[config.mk]
export PLATFORM = sky130hd
export DESIGN_NAME = migration_threshold_tuner
export DESIGN_NICKNAME = d
export VERILOG_FILES = /design/src/hdl/mtt_pkg.sv /design/src/hdl/mtt_front.sv /design/src/hdl/mtt_queue.sv /design/src/hdl/mtt_back.sv /design/src/hdl/migration_threshold_tuner.sv
export SDC_FILE = /design/constraint.sdc
export NUM_CORES = 2
export LEC_CHECK = 0
export ABC_AREA = 1
export BUFFER_PORTS_ARGS = -buffer_cell sky130_fd_sc_hd__buf_4
export CAP_MARGIN = 0
export CELL_PAD_IN_SITES_DETAIL_PLACEMENT = 2
export CELL_PAD_IN_SITES_GLOBAL_PLACEMENT = 2
export CORE_MARGIN = 1
export CORE_UTILIZATION = 44
export CTS_BUF_LIST = sky130_fd_sc_hd__clkbuf_8
export CTS_CLUSTER_SIZE = 24
export DETAILED_ROUTE_END_ITERATION = 6
export PLACE_DENSITY_LB_ADDON = 0.3
export RECOVER_POWER = 25
export SYNTH_ARGS = -nofsm -noshare
export SYNTH_HDL_FRONTEND = slang
export SYNTH_SLANG_ARGS = --single-unit
[constraint.sdc]
create_clock -name clk -period 27.9 [get_ports clk]
set_clock_uncertainty 0.2 [all_clocks]
set_input_delay 5.58 -clock clk [delete_from_list [all_inputs] [get_ports clk]]
set_output_delay 5.58 -clock clk [all_outputs]
set_load 0.01 [all_outputs]
[src/hdl/mtt_pkg.sv]
package mtt_pkg;

  // field widths fixed by the interface
  localparam int unsigned CYCLE_W    = 48;
  localparam int unsigned COST_W     = 48;
  localparam int unsigned INTERVAL_W = 40;
  localparam int unsigned GAP_W      = 16;
  localparam int unsigned THRESH_W   = 16;
  localparam int unsigned BENEFIT_W  = 63;
  localparam int unsigned CNT_W      = 32;
  localparam int unsigned CFG_DATA_W = 40;
  localparam int unsigned CFG_IDX_W  = 2;

  // internal benefit width: two 49-bit products summed, less a 48-bit cost
  localparam int unsigned BEN_W      = 50;

  // queue depth between front and back
  localparam int unsigned QUEUE_DEPTH_DEF = 4;

  // configuration register indexes
  typedef enum logic [CFG_IDX_W-1:0] {
    REG_INTERVAL        = 2'd0,
    REG_DIRTY_GAP       = 2'd1,
    REG_CLEAN_GAP       = 2'd2,
    REG_START_THRESHOLD = 2'd3
  } reg_idx_t;

  // command codes on the input channel
  typedef enum logic {
    CMD_COMPLETE = 1'b0,
    CMD_ISSUE    = 1'b1
  } cmd_t;

  // item classes after the front
  typedef enum logic [1:0] {
    EV_NONE  = 2'd0,
    EV_COUNT = 2'd1,
    EV_ISSUE = 2'd2
  } ev_kind_t;

  // miss counter select: {fast, dirty}
  typedef enum logic [1:0] {
    CNT_SLOW_CLEAN = 2'd0,
    CNT_SLOW_DIRTY = 2'd1,
    CNT_FAST_CLEAN = 2'd2,
    CNT_FAST_DIRTY = 2'd3
  } cnt_sel_t;

  // last tuning action
  typedef enum logic [1:0] {
    ACT_INIT = 2'd0,
    ACT_INC  = 2'd1,
    ACT_DEC  = 2'd2
  } act_t;

  // back-end sequencer states
  typedef enum logic [2:0] {
    BK_IDLE,
    BK_CHECK,
    BK_MUL,
    BK_SUM,
    BK_COST,
    BK_ADJ
  } bk_state_t;

  // classified item as held in the queue
  typedef struct packed {
    ev_kind_t            kind;
    cnt_sel_t            sel;
    logic [CYCLE_W-1:0]  cycle_now;
    logic [COST_W-1:0]   cost;
  } ev_t;

  // tuning configuration seen by the back end
  typedef struct packed {
    logic [INTERVAL_W-1:0]   interval;
    logic signed [GAP_W-1:0] dirty_gap;
    logic signed [GAP_W-1:0] clean_gap;
  } cfg_t;

endpackage

[src/hdl/mtt_front.sv]
module mtt_front (
  input  logic                     in_valid,
  output logic                     in_ready,
  input  logic                     cmd,
  input  logic [47:0]              cycle_now,
  input  logic                     fast_media,
  input  logic                     row_hit,
  input  logic                     dirty_wb,
  input  logic                     was_migrated,
  input  logic [47:0]              migration_cost,
  input  logic                     q_full,
  output logic                     q_push,
  output mtt_pkg::ev_t             q_data
);
  import mtt_pkg::*;

  // accept whenever the queue has room
  assign in_ready = !q_full;
  assign q_push   = in_valid && !q_full;

  // classify the item for the back end
  always_comb begin
    q_data.cycle_now = cycle_now;
    q_data.cost      = migration_cost;
    q_data.sel       = cnt_sel_t'({fast_media, dirty_wb});
    case (cmd_t'(cmd))
      CMD_ISSUE:    q_data.kind = EV_ISSUE;
      CMD_COMPLETE: q_data.kind = (was_migrated && !row_hit) ? EV_COUNT : EV_NONE;
      default:      q_data.kind = EV_NONE;
    endcase
  end

endmodule

[src/hdl/mtt_queue.sv]
module mtt_queue #(
  parameter int unsigned DEPTH = mtt_pkg::QUEUE_DEPTH_DEF
) (
  input  logic         clk,
  input  logic         rst,
  input  logic         push,
  input  mtt_pkg::ev_t push_data,
  output logic         full,
  input  logic         pop,
  output mtt_pkg::ev_t head,
  output logic         empty
);
  import mtt_pkg::*;

  localparam int unsigned PTR_W = $clog2(DEPTH);
  localparam int unsigned CNT_W_Q = $clog2(DEPTH + 1);
  localparam logic [PTR_W-1:0] LAST = PTR_W'(DEPTH - 1);

  ev_t                entries [DEPTH];
  logic [PTR_W-1:0]   wr_ptr;
  logic [PTR_W-1:0]   rd_ptr;
  logic [CNT_W_Q-1:0] fill;

  assign full  = (fill == CNT_W_Q'(DEPTH));
  assign empty = (fill == '0);
  assign head  = entries[rd_ptr];

  // pointers and fill level
  always_ff @(posedge clk) begin
    if (rst) begin
      wr_ptr <= '0;
      rd_ptr <= '0;
      fill   <= '0;
    end else begin
      if (push) begin
        wr_ptr <= (wr_ptr == LAST) ? '0 : wr_ptr + PTR_W'(1);
      end
      if (pop) begin
        rd_ptr <= (rd_ptr == LAST) ? '0 : rd_ptr + PTR_W'(1);
      end
      if (push && !pop) begin
        fill <= fill + CNT_W_Q'(1);
      end else if (pop && !push) begin
        fill <= fill - CNT_W_Q'(1);
      end
    end
  end

  // entry storage
  always_ff @(posedge clk) begin
    if (push) begin
      entries[wr_ptr] <= push_data;
    end
  end

endmodule

[src/hdl/mtt_back.sv]
module mtt_back (
  input  logic                clk,
  input  logic                rst,
  input  mtt_pkg::cfg_t       cfg,
  input  logic                thr_load,
  input  logic [15:0]         thr_load_value,
  input  logic                q_empty,
  input  mtt_pkg::ev_t        q_head,
  output logic                q_pop,
  output logic                out_valid,
  input  logic                out_ready,
  output logic [15:0]         threshold,
  output logic                adjusted,
  output logic signed [62:0]  benefit
);
  import mtt_pkg::*;

  localparam logic [THRESH_W-1:0] NEG_JUMP = THRESH_W'(3);

  // saturating threshold increase
  function automatic logic [THRESH_W-1:0] thr_up(input logic [THRESH_W-1:0] t,
                                                 input logic [THRESH_W-1:0] amt);
    logic [THRESH_W:0] s;
    s = {1'b0, t} + {1'b0, amt};
    return s[THRESH_W] ? '1 : s[THRESH_W-1:0];
  endfunction

  bk_state_t state;
  bk_state_t state_next;

  // tuning state
  logic [THRESH_W-1:0]     thresh;
  act_t                    action;
  logic signed [BEN_W-1:0] last_ben;
  logic [CYCLE_W-1:0]      last_adj_cycle;
  logic [CNT_W-1:0]        fast_dirty;
  logic [CNT_W-1:0]        fast_clean;
  logic [CNT_W-1:0]        slow_dirty;
  logic [CNT_W-1:0]        slow_clean;

  // issue work registers
  logic [CYCLE_W-1:0]      work_now;
  logic [COST_W-1:0]       work_cost;
  logic signed [CNT_W:0]   diff_dirty;
  logic signed [CNT_W:0]   diff_clean;
  logic signed [BEN_W-2:0] prod_dirty;
  logic signed [BEN_W-2:0] prod_clean;
  logic signed [BEN_W-1:0] prod_sum;
  logic signed [BEN_W-1:0] ben;

  logic                    out_free;
  logic [CYCLE_W-1:0]      elapsed;
  logic                    due;
  logic                    emit;
  logic                    emit_adj;
  logic                    count_en;
  logic                    load_work;
  logic [THRESH_W-1:0]     thresh_new;
  act_t                    action_new;

  assign out_free = !out_valid || out_ready;
  assign elapsed  = work_now - last_adj_cycle;
  assign due      = elapsed > {{(CYCLE_W-INTERVAL_W){1'b0}}, cfg.interval};

  // sequencer next state and controls
  always_comb begin
    state_next = state;
    q_pop      = 1'b0;
    emit       = 1'b0;
    emit_adj   = 1'b0;
    count_en   = 1'b0;
    load_work  = 1'b0;
    case (state)
      BK_IDLE: begin
        if (!q_empty) begin
          if (q_head.kind == EV_ISSUE) begin
            q_pop      = 1'b1;
            load_work  = 1'b1;
            state_next = BK_CHECK;
          end else if (out_free) begin
            q_pop    = 1'b1;
            emit     = 1'b1;
            count_en = (q_head.kind == EV_COUNT);
          end
        end
      end
      BK_CHECK: begin
        if (due) begin
          state_next = BK_MUL;
        end else if (out_free) begin
          emit       = 1'b1;
          state_next = BK_IDLE;
        end
      end
      BK_MUL:  state_next = BK_SUM;
      BK_SUM:  state_next = BK_COST;
      BK_COST: state_next = BK_ADJ;
      BK_ADJ: begin
        if (out_free) begin
          emit       = 1'b1;
          emit_adj   = 1'b1;
          state_next = BK_IDLE;
        end
      end
      default: state_next = BK_IDLE;
    endcase
  end

  // hill-climbing step on the new benefit
  always_comb begin
    thresh_new = thresh;
    action_new = action;
    case (action)
      ACT_INC, ACT_DEC: begin
        if (ben < 0) begin
          thresh_new = thr_up(thresh_new, NEG_JUMP);
          action_new = ACT_INC;
        end
        if (ben > last_ben) begin
          if (action_new == ACT_INC) begin
            thresh_new = thr_up(thresh_new, THRESH_W'(1));
          end else if (thresh_new != '0) begin
            thresh_new = thresh_new - THRESH_W'(1);
          end
        end else begin
          if (action_new == ACT_INC) begin
            if (thresh_new != '0) begin
              thresh_new = thresh_new - THRESH_W'(1);
              action_new = ACT_DEC;
            end
          end else begin
            thresh_new = thr_up(thresh_new, THRESH_W'(1));
            action_new = ACT_INC;
          end
        end
      end
      default: begin
        if (ben > 0) begin
          action_new = ACT_DEC;
          if (thresh != '0) begin
            thresh_new = thresh - THRESH_W'(1);
          end
        end else begin
          action_new = ACT_INC;
          thresh_new = thr_up(thresh, THRESH_W'(1));
        end
      end
    endcase
  end

  // state register
  always_ff @(posedge clk) begin
    if (rst) begin
      state <= BK_IDLE;
    end else begin
      state <= state_next;
    end
  end

  // tuning state and miss counters
  always_ff @(posedge clk) begin
    if (rst) begin
      thresh         <= '0;
      action         <= ACT_INIT;
      last_ben       <= '0;
      last_adj_cycle <= '0;
      fast_dirty     <= '0;
      fast_clean     <= '0;
      slow_dirty     <= '0;
      slow_clean     <= '0;
    end else begin
      if (thr_load) begin
        thresh <= thr_load_value;
      end else if (emit_adj) begin
        thresh <= thresh_new;
      end
      if (emit_adj) begin
        action         <= action_new;
        last_ben       <= ben;
        last_adj_cycle <= work_now;
      end
      if (count_en) begin
        case (q_head.sel)
          CNT_FAST_DIRTY: if (fast_dirty != '1) fast_dirty <= fast_dirty + CNT_W'(1);
          CNT_FAST_CLEAN: if (fast_clean != '1) fast_clean <= fast_clean + CNT_W'(1);
          CNT_SLOW_DIRTY: if (slow_dirty != '1) slow_dirty <= slow_dirty + CNT_W'(1);
          CNT_SLOW_CLEAN: if (slow_clean != '1) slow_clean <= slow_clean + CNT_W'(1);
          default: ;
        endcase
      end
    end
  end

  // benefit datapath: differences, products, sum, cost
  always_ff @(posedge clk) begin
    if (load_work) begin
      work_now  <= q_head.cycle_now;
      work_cost <= q_head.cost;
    end
    diff_dirty <= $signed({1'b0, fast_dirty}) - $signed({1'b0, slow_dirty});
    diff_clean <= $signed({1'b0, fast_clean}) - $signed({1'b0, slow_clean});
    prod_dirty <= diff_dirty * cfg.dirty_gap;
    prod_clean <= diff_clean * cfg.clean_gap;
    prod_sum   <= $signed({prod_dirty[BEN_W-2], prod_dirty})
                + $signed({prod_clean[BEN_W-2], prod_clean});
    ben        <= prod_sum - $signed({{(BEN_W-COST_W){1'b0}}, work_cost});
  end

  // result register
  always_ff @(posedge clk) begin
    if (rst) begin
      out_valid <= 1'b0;
    end else if (emit) begin
      out_valid <= 1'b1;
    end else if (out_ready) begin
      out_valid <= 1'b0;
    end
  end

  always_ff @(posedge clk) begin
    if (emit) begin
      adjusted <= emit_adj;
      if (emit_adj) begin
        threshold <= thresh_new;
        benefit   <= {{(BENEFIT_W-BEN_W){ben[BEN_W-1]}}, ben};
      end else begin
        threshold <= thresh;
        benefit   <= {{(BENEFIT_W-BEN_W){last_ben[BEN_W-1]}}, last_ben};
      end
    end
  end

endmodule

[src/hdl/migration_threshold_tuner.sv]
// Hill-climbing tuner for the row-buffer-miss migration threshold of a hybrid
// fast/slow memory. Every accepted item gives exactly one result: the threshold
// after the item, an adjusted flag and the benefit of the latest adjustment.
// Items are classified on entry and wait in a QUEUE_DEPTH-entry queue, so the
// input keeps accepting while the result side stalls. In the back end a
// completion or ignored item retires once the result register is free, so
// completions run at one item per cycle while results are taken. An issue
// event holds the back end for the elapsed check if the interval has not
// passed, and for every step if it adjusts the threshold (elapsed check,
// counter differences, gap multiply, sum, cost subtract, threshold step).
// The user must write cfg_we/cfg_index/cfg_data only while the block is idle;
// not enforced. Writing the start threshold also loads the live one at once.
module migration_threshold_tuner #(
  parameter int unsigned QUEUE_DEPTH = mtt_pkg::QUEUE_DEPTH_DEF
) (
  input  logic                             clk,
  input  logic                             rst,
  input  logic                             in_valid,
  output logic                             in_ready,
  input  logic                             cmd,
  input  logic [47:0]                      cycle_now,
  input  logic                             fast_media,
  input  logic                             row_hit,
  input  logic                             dirty_wb,
  input  logic                             was_migrated,
  input  logic [47:0]                      migration_cost,
  output logic                             out_valid,
  input  logic                             out_ready,
  output logic [15:0]                      threshold,
  output logic                             adjusted,
  output logic signed [62:0]               benefit,
  input  logic                             cfg_we,
  input  logic [mtt_pkg::CFG_IDX_W-1:0]    cfg_index,
  input  logic [mtt_pkg::CFG_DATA_W-1:0]   cfg_data
);
  import mtt_pkg::*;

  localparam logic [INTERVAL_W-1:0] INTERVAL_RESET = INTERVAL_W'(10000000);

  cfg_t cfg;
  logic thr_load;
  logic q_full;
  logic q_empty;
  logic q_push;
  logic q_pop;
  ev_t  q_in;
  ev_t  q_head;

  // configuration registers
  always_ff @(posedge clk) begin
    if (rst) begin
      cfg.interval  <= INTERVAL_RESET;
      cfg.dirty_gap <= '0;
      cfg.clean_gap <= '0;
    end else if (cfg_we) begin
      case (reg_idx_t'(cfg_index))
        REG_INTERVAL:  cfg.interval  <= cfg_data[INTERVAL_W-1:0];
        REG_DIRTY_GAP: cfg.dirty_gap <= $signed(cfg_data[GAP_W-1:0]);
        REG_CLEAN_GAP: cfg.clean_gap <= $signed(cfg_data[GAP_W-1:0]);
        default: ;
      endcase
    end
  end

  // start threshold goes straight into the live threshold
  assign thr_load = cfg_we && (reg_idx_t'(cfg_index) == REG_START_THRESHOLD);

  mtt_front u_front (
    .in_valid       (in_valid),
    .in_ready       (in_ready),
    .cmd            (cmd),
    .cycle_now      (cycle_now),
    .fast_media     (fast_media),
    .row_hit        (row_hit),
    .dirty_wb       (dirty_wb),
    .was_migrated   (was_migrated),
    .migration_cost (migration_cost),
    .q_full         (q_full),
    .q_push         (q_push),
    .q_data         (q_in)
  );

  mtt_queue #(
    .DEPTH (QUEUE_DEPTH)
  ) u_queue (
    .clk       (clk),
    .rst       (rst),
    .push      (q_push),
    .push_data (q_in),
    .full      (q_full),
    .pop       (q_pop),
    .head      (q_head),
    .empty     (q_empty)
  );

  mtt_back u_back (
    .clk            (clk),
    .rst            (rst),
    .cfg            (cfg),
    .thr_load       (thr_load),
    .thr_load_value (cfg_data[THRESH_W-1:0]),
    .q_empty        (q_empty),
    .q_head         (q_head),
    .q_pop          (q_pop),
    .out_valid      (out_valid),
    .out_ready      (out_ready),
    .threshold      (threshold),
    .adjusted       (adjusted),
    .benefit        (benefit)
  );

endmodule

Yosys cells after proc, flatten, opt, wreduce, memory -nomap -nowiden

Memories as Yosys holds them, arrays and structs flattened. A register that Yosys moved wholly into a read port is not among the register bits.
Index checks and enable logic that the tools add are counted.
Widths: inputs -> output; s select.

Flip-flop bits (word level): 767
Memory bits (writable): 400
Output and inout port bits: 82
Memories: 1
Logic and storage cells: 161
Input bits: 148

Memory list:

| name            | depth | width | rd ports | clocked after memory_dff | wr ports | line            | text |
|---|---|---|---|---|---|---|---|
| u_queue.entries | 4     | 100   | 1        | 1                        | 1        | mtt_queue.sv:19 | `ev_t entries [DEPTH];` |

Multiply operators: 2
Reductions and logical operators: 28
Add/subtract/negate cells: 18
Eq/ne operators: 25
Mux-type cells: 55
Bitwise logic cells: 1
Order comparisons: 4

Operators with widths:

| operator              | number |
|---|---|
| $mux 16               | 14 |
| $add 32x1->32 const B | 4 |
| $ne 32x32->1 const B  | 4 |
| $mul 33x16->49        | 2 |
| $sub 32x32->33        | 2 |
| $mux 63               | 1 |
| $add 49x49->50        | 1 |
| $gt 50x1->1 const B   | 1 |
| $gt 50x50->1          | 1 |
| $lt 50x1->1 const B   | 1 |
| $sub 50x49->50        | 1 |
| $gt 48x40->1          | 1 |
| $sub 48x48->48        | 1 |
| $add 16x1->17 const B | 2 |
| $reduce_bool 16->1    | 2 |
| $sub 16x1->16 const B | 2 |
| $mux 2                | 11 |
| $mux 1                | 20 |
| $mux 3                | 6 |
| $pmux 3 s6            | 1 |
| $add 16x2->17 const B | 1 |
| $eq 2x2->1 const B    | 8 |
| $reduce_and 3->1      | 4 |
| $eq 2x1->1 const B    | 5 |
| 19 further kinds      | 37 |

Longest topological paths before layout

Depth after elaboration: 11
Mapped depth: 30
Depth with buffers taken out: 29

Hierarchy

A second synthesis with hierarchy kept.

Cell total of the unflattened synthesis: 11699
Area, all modules: 96492.5 µm²

By module, submodules not included:

| module                    | area an instance (µm²) | sequential area each (µm²) | cells each | times used |
|---|---|---|---|---|
| mtt_back                  | 77294.1                | 15144.5                    | 10115      | 1 |
| mtt_queue                 | 15411.0                | 12191.7                    | 1026       | 1 |
| migration_threshold_tuner | 3019.1                 | 1441.4                     | 453        | 1 |
| mtt_front                 | 768.2                  | 0.0                        | 105        | 1 |

Worst setup path after synthesis

No wires, ideal clock.

Path type: input -> register
Start point: input port in_valid
End point: memory u_queue.entries[0][0] (netlist name) (enable)
Setup slack: 17.221 ns
Required time: 27.140 ns
Cell stages on the path: 2
Data arrival time: 9.919 ns
Library setup time: 0.560 ns
Path buffers: 0
Cells stage by stage: nand2_1 nor2_1

Longest elaborated chain between the ends: 3

RTL lines:

| element                      | line                            | text |
|---|---|---|
| start, declared              | migration_threshold_tuner.sv:18 | `input logic in_valid,` |
| $logic_and 1x1->1            | mtt_front.sv:19                 | `assign q_push = in_valid && !q_full;` |
| $mux 1                       | mtt_queue.sv:51                 | `if (push) begin` |
| $mux 1 (implied by the code) | mtt_queue.sv:52                 | `entries[wr_ptr] <= push_data;` |
| end, declared                | mtt_queue.sv:19                 |  |

No other way between the ends.

==> metrics.yaml <==
clock_network:
  tritoncts: "yes"
  cts_made_buffers: 209
  cts_sinks: 1156
  clk_latency_ns: 1.07
  clkTransAtPathRegs_ns: 0.07
  cts_max_path_buffers: 3
  ctsRootBufferMaster: "clkbuf_8"
  post-cts-setup-buffers: 0
  cts.htree.levels: 4
  ctsHoldBuffers: 0
  post_cts_resize_count: 0
finish:
  drive_gt1_frac: 0.06246
  area_delta_synth_final_pct: 9.493
  nets: 13220
  fillCellCount: 23340
  stdcell_count: 14550
  utilization: 0.4871
  design_area_um2: 103700
synth:
  synth_top_cell_area_share: 0.2126
  synth_cells: 11410
  synth_edf_count: 563
  synth-simple-area-share: 0.1615
  ys.flop_type: "dfxtp_1"
  post_synth.cell_area_avg_um2: 8.301
  synth_area_um2: 94730
  async_flop_share: 0
  yosysWarnings: 0
  synthAdderAreaFrac: 0.2847
  synth_area_leaders: "fa_1 (21%), edfxtp_1 (18%), dfxtp_1 (13%)"
  synthMuxAreaShare: 0
  ys_types: 69
  yosysSeqAreaShare: 0.3038
  yosys.area.top_type: "fa_1"
  synth_xor_area_frac: 0.03615
  synth_top_family_by_area: "adder cells"
  syn_nets: 13110
  ys_seq_elements: 1156
  synth_compound_area_frac: 0.09783
timing:
  finalSetupViolations: 0
  fin_crit_ns: 10.30
  fmax_mhz: 97.05
  drv_slew: 323
  rsz0062_at_grt: "false"
  period_share: 0.3693
  max_slew.worst_pin.slew_ns: 4.244
  setup_tns_ns: 0
  whs_ns: 0.2584
  max_slew_margin: -1.829
  finalHoldViolCount: 0
worst_setup_path:
  cp.arrival_ns: 10.70
  cp_max_fo: 53
  startpoint_type: "flip-flop"
  worstRegToRegCells: 7
  worstPathRequired_ns: 28.29
  end_kind: "flip-flop"
  path_class: "flip-flop to flip-flop"
route:
  wl_mm: 463.1
  drc: 0
  top_layer: "met5"
  routedWlPerCell_um: 31.82
  dr_wl_met2_mm: 227.5
  via_count: 86670
  drtIter0Drc: 6628
  dr_wl_met3_mm: 27.63
  drt-met1-wl_mm: 160.9
  routed_via_density: 5.955
  ant_nets: 0
  dr.pass1.iters: 5
floorplan:
  pin_count: 230
  die-width_um: 466
  start_util: 0.4449
  die_h_um: 466
  rows: 169
  core_um2: 212900
  die_area_um2: 217200
grt:
  grt_use_total: 0.4223
  grt_max_degree: 149
  grt_pass1_vias: 101200
  grt_pass1_wl_mm: 676.1
  antenna_found_initial: 45
  grt_remaining_overflow: 0
placed_design:
  port-buffer-count: 229
  dp.cells: 14130
  place_congestion: 0.9374
  dpl_cell_area_um2: 99040
  dp_hpwl_mm: 319.5
hold_path:
  min_path_cells: 2
  hold_path.class: "flip-flop to flip-flop"
pwr:
  p_switching_w: 0.004430
  power_frac_comb: 0.482
  swShare: 0.5005
  peakVddDrop_v: 0.00007126
  seq_power_share: 0.301
  clkPwrFrac: 0.217
  p_leak_nw: 50.40
  internal_power_w: 0.004422
  p_per_area_nw_per_um2: 85.35
run_status:
  violations: "max-capacitance violations, max-slew violations"
  outcome: "finished with violations"
flow_run:
  drv_cap: 7
[flip-flops by register name (all words and copies together), names as in the netlist, 33 cells and up, named ones only]
name	flops
u_back.diff_clean	33
u_back.prod_sum	50
u_back.work_now	48
u_queue.entries	400
u_back.prod_clean	49
u_back.diff_dirty	33
u_back.benefit	50
u_back.ben	50
u_back.last_ben	50
u_back.last_adj_cycle	48
u_back.prod_dirty	49
u_back.work_cost	48
cfg	72
[logic make-up after synthesis]
family	after synthesis
DFF	1156
adders and majority gates	1552
and+or+nand+nor	3714
xor gates and xnor gates	391
buffers and inverters	2889
AOI/OAI and AO/OA	1710
[stage by stage]
stage                     power (W)  setup WS (ns)
after floorplan            0.004682          17.22
after global placement     0.006140          19.09
after detailed placement   0.006533          18.84
after CTS                  0.008698          19.81
after global routing       0.009080          17.38
final                      0.008853          17.60
[power groups by stage]
stage	logic (W)	registers (W)	clock network [W]
6_report	0.00427	0.00267	0.00192
5_1_grt	0.00443	0.00266	0.00199
4_1_cts	0.00414	0.00263	0.00193
3_5_place_dp	0.00390	0.00263	0
3_3_place_gp	0.00354	0.00259	0
2_1_floorplan	0.00231	0.00237	0
[synthesized netlist by cell type (19+ instances only)]
cell type and number:
a31oi_1 73, a21boi_0 21, xnor2_1 120, o22ai_1 98, ha_1 546, a21oi_1 675, nor4_1 70, buf_4 23
nand4_1 90, inv_1 2441, fa_1 1006, clkbuf_1 391, nand3_1 209, nand2_1 2209, nor2_1 913, dfxtp_1 593
o21bai_1 19, o21ai_0 678, edfxtp_1 563, o21a_1 40, xor2_1 271, a21o_1 27, nor3_1 117
[critical path, cell delays in order, from the launching register on]
cell	delay, ns
dfxtp_1	1.00
clkinvlp_2	1.72
o21ai_0	0.32
o22ai_1	0.40
nand2_1	0.22
nor3_1	0.23
clkbuf_1	2.98
clkbuf_1	2.61
[worst paths after layout]
| check | from | slack (ns) | to |
|---|---|---|---|
| min reg2reg | u_back.last_adj_cycle[16]$_SDFFE_PP0P_ | 0.26 | u_back.last_adj_cycle[16]$_SDFFE_PP0P_ |
| max | flip-flop | 17.60 | u_back.work_cost[22]$_DFFE_PP_ |
| min | u_back.last_adj_cycle[16]$_SDFFE_PP0P_ | 0.26 | u_back.last_adj_cycle[16]$_SDFFE_PP0P_ |
| max reg2reg | flip-flop | 17.60 | u_back.work_cost[22]$_DFFE_PP_ |
[cell usage in the layout (no fill, tap or decap), types with 208 or more instances in the layout]
master / count
ha_1: 546
o21ai_0: 679
xor2_1: 271
fa_1: 1006
a21oi_1: 675
buf_4: 291
clkbuf_8: 247
edfxtp_1: 563
inv_1: 2498
nand2_1: 2208
nand3_1: 208
nor2_1: 909
dfxtp_1: 590
[final cells by class]
class	count	area, µm²	area share
clock buffer	247	3400	0.03278
multi-input combinational	7367	55010	0.5304
sequential	1156	28780	0.2775
timing repair buffer	325	2328	0.02245
antenna	29	72.57	0.0006997
inverter	2459	9249	0.08917
tap	2821	3530	0.03403
clock inverter	150	1348	0.01299
[routing by layer]
metal,vias up,GRT usage
met1,44290,0.4386
met4,30,0.3787
met2,4438,0.7284
li1,35720,-
met3,2186,0.07791
met5,-,0
No activity file was read; power rests on OpenSTA's default activity.
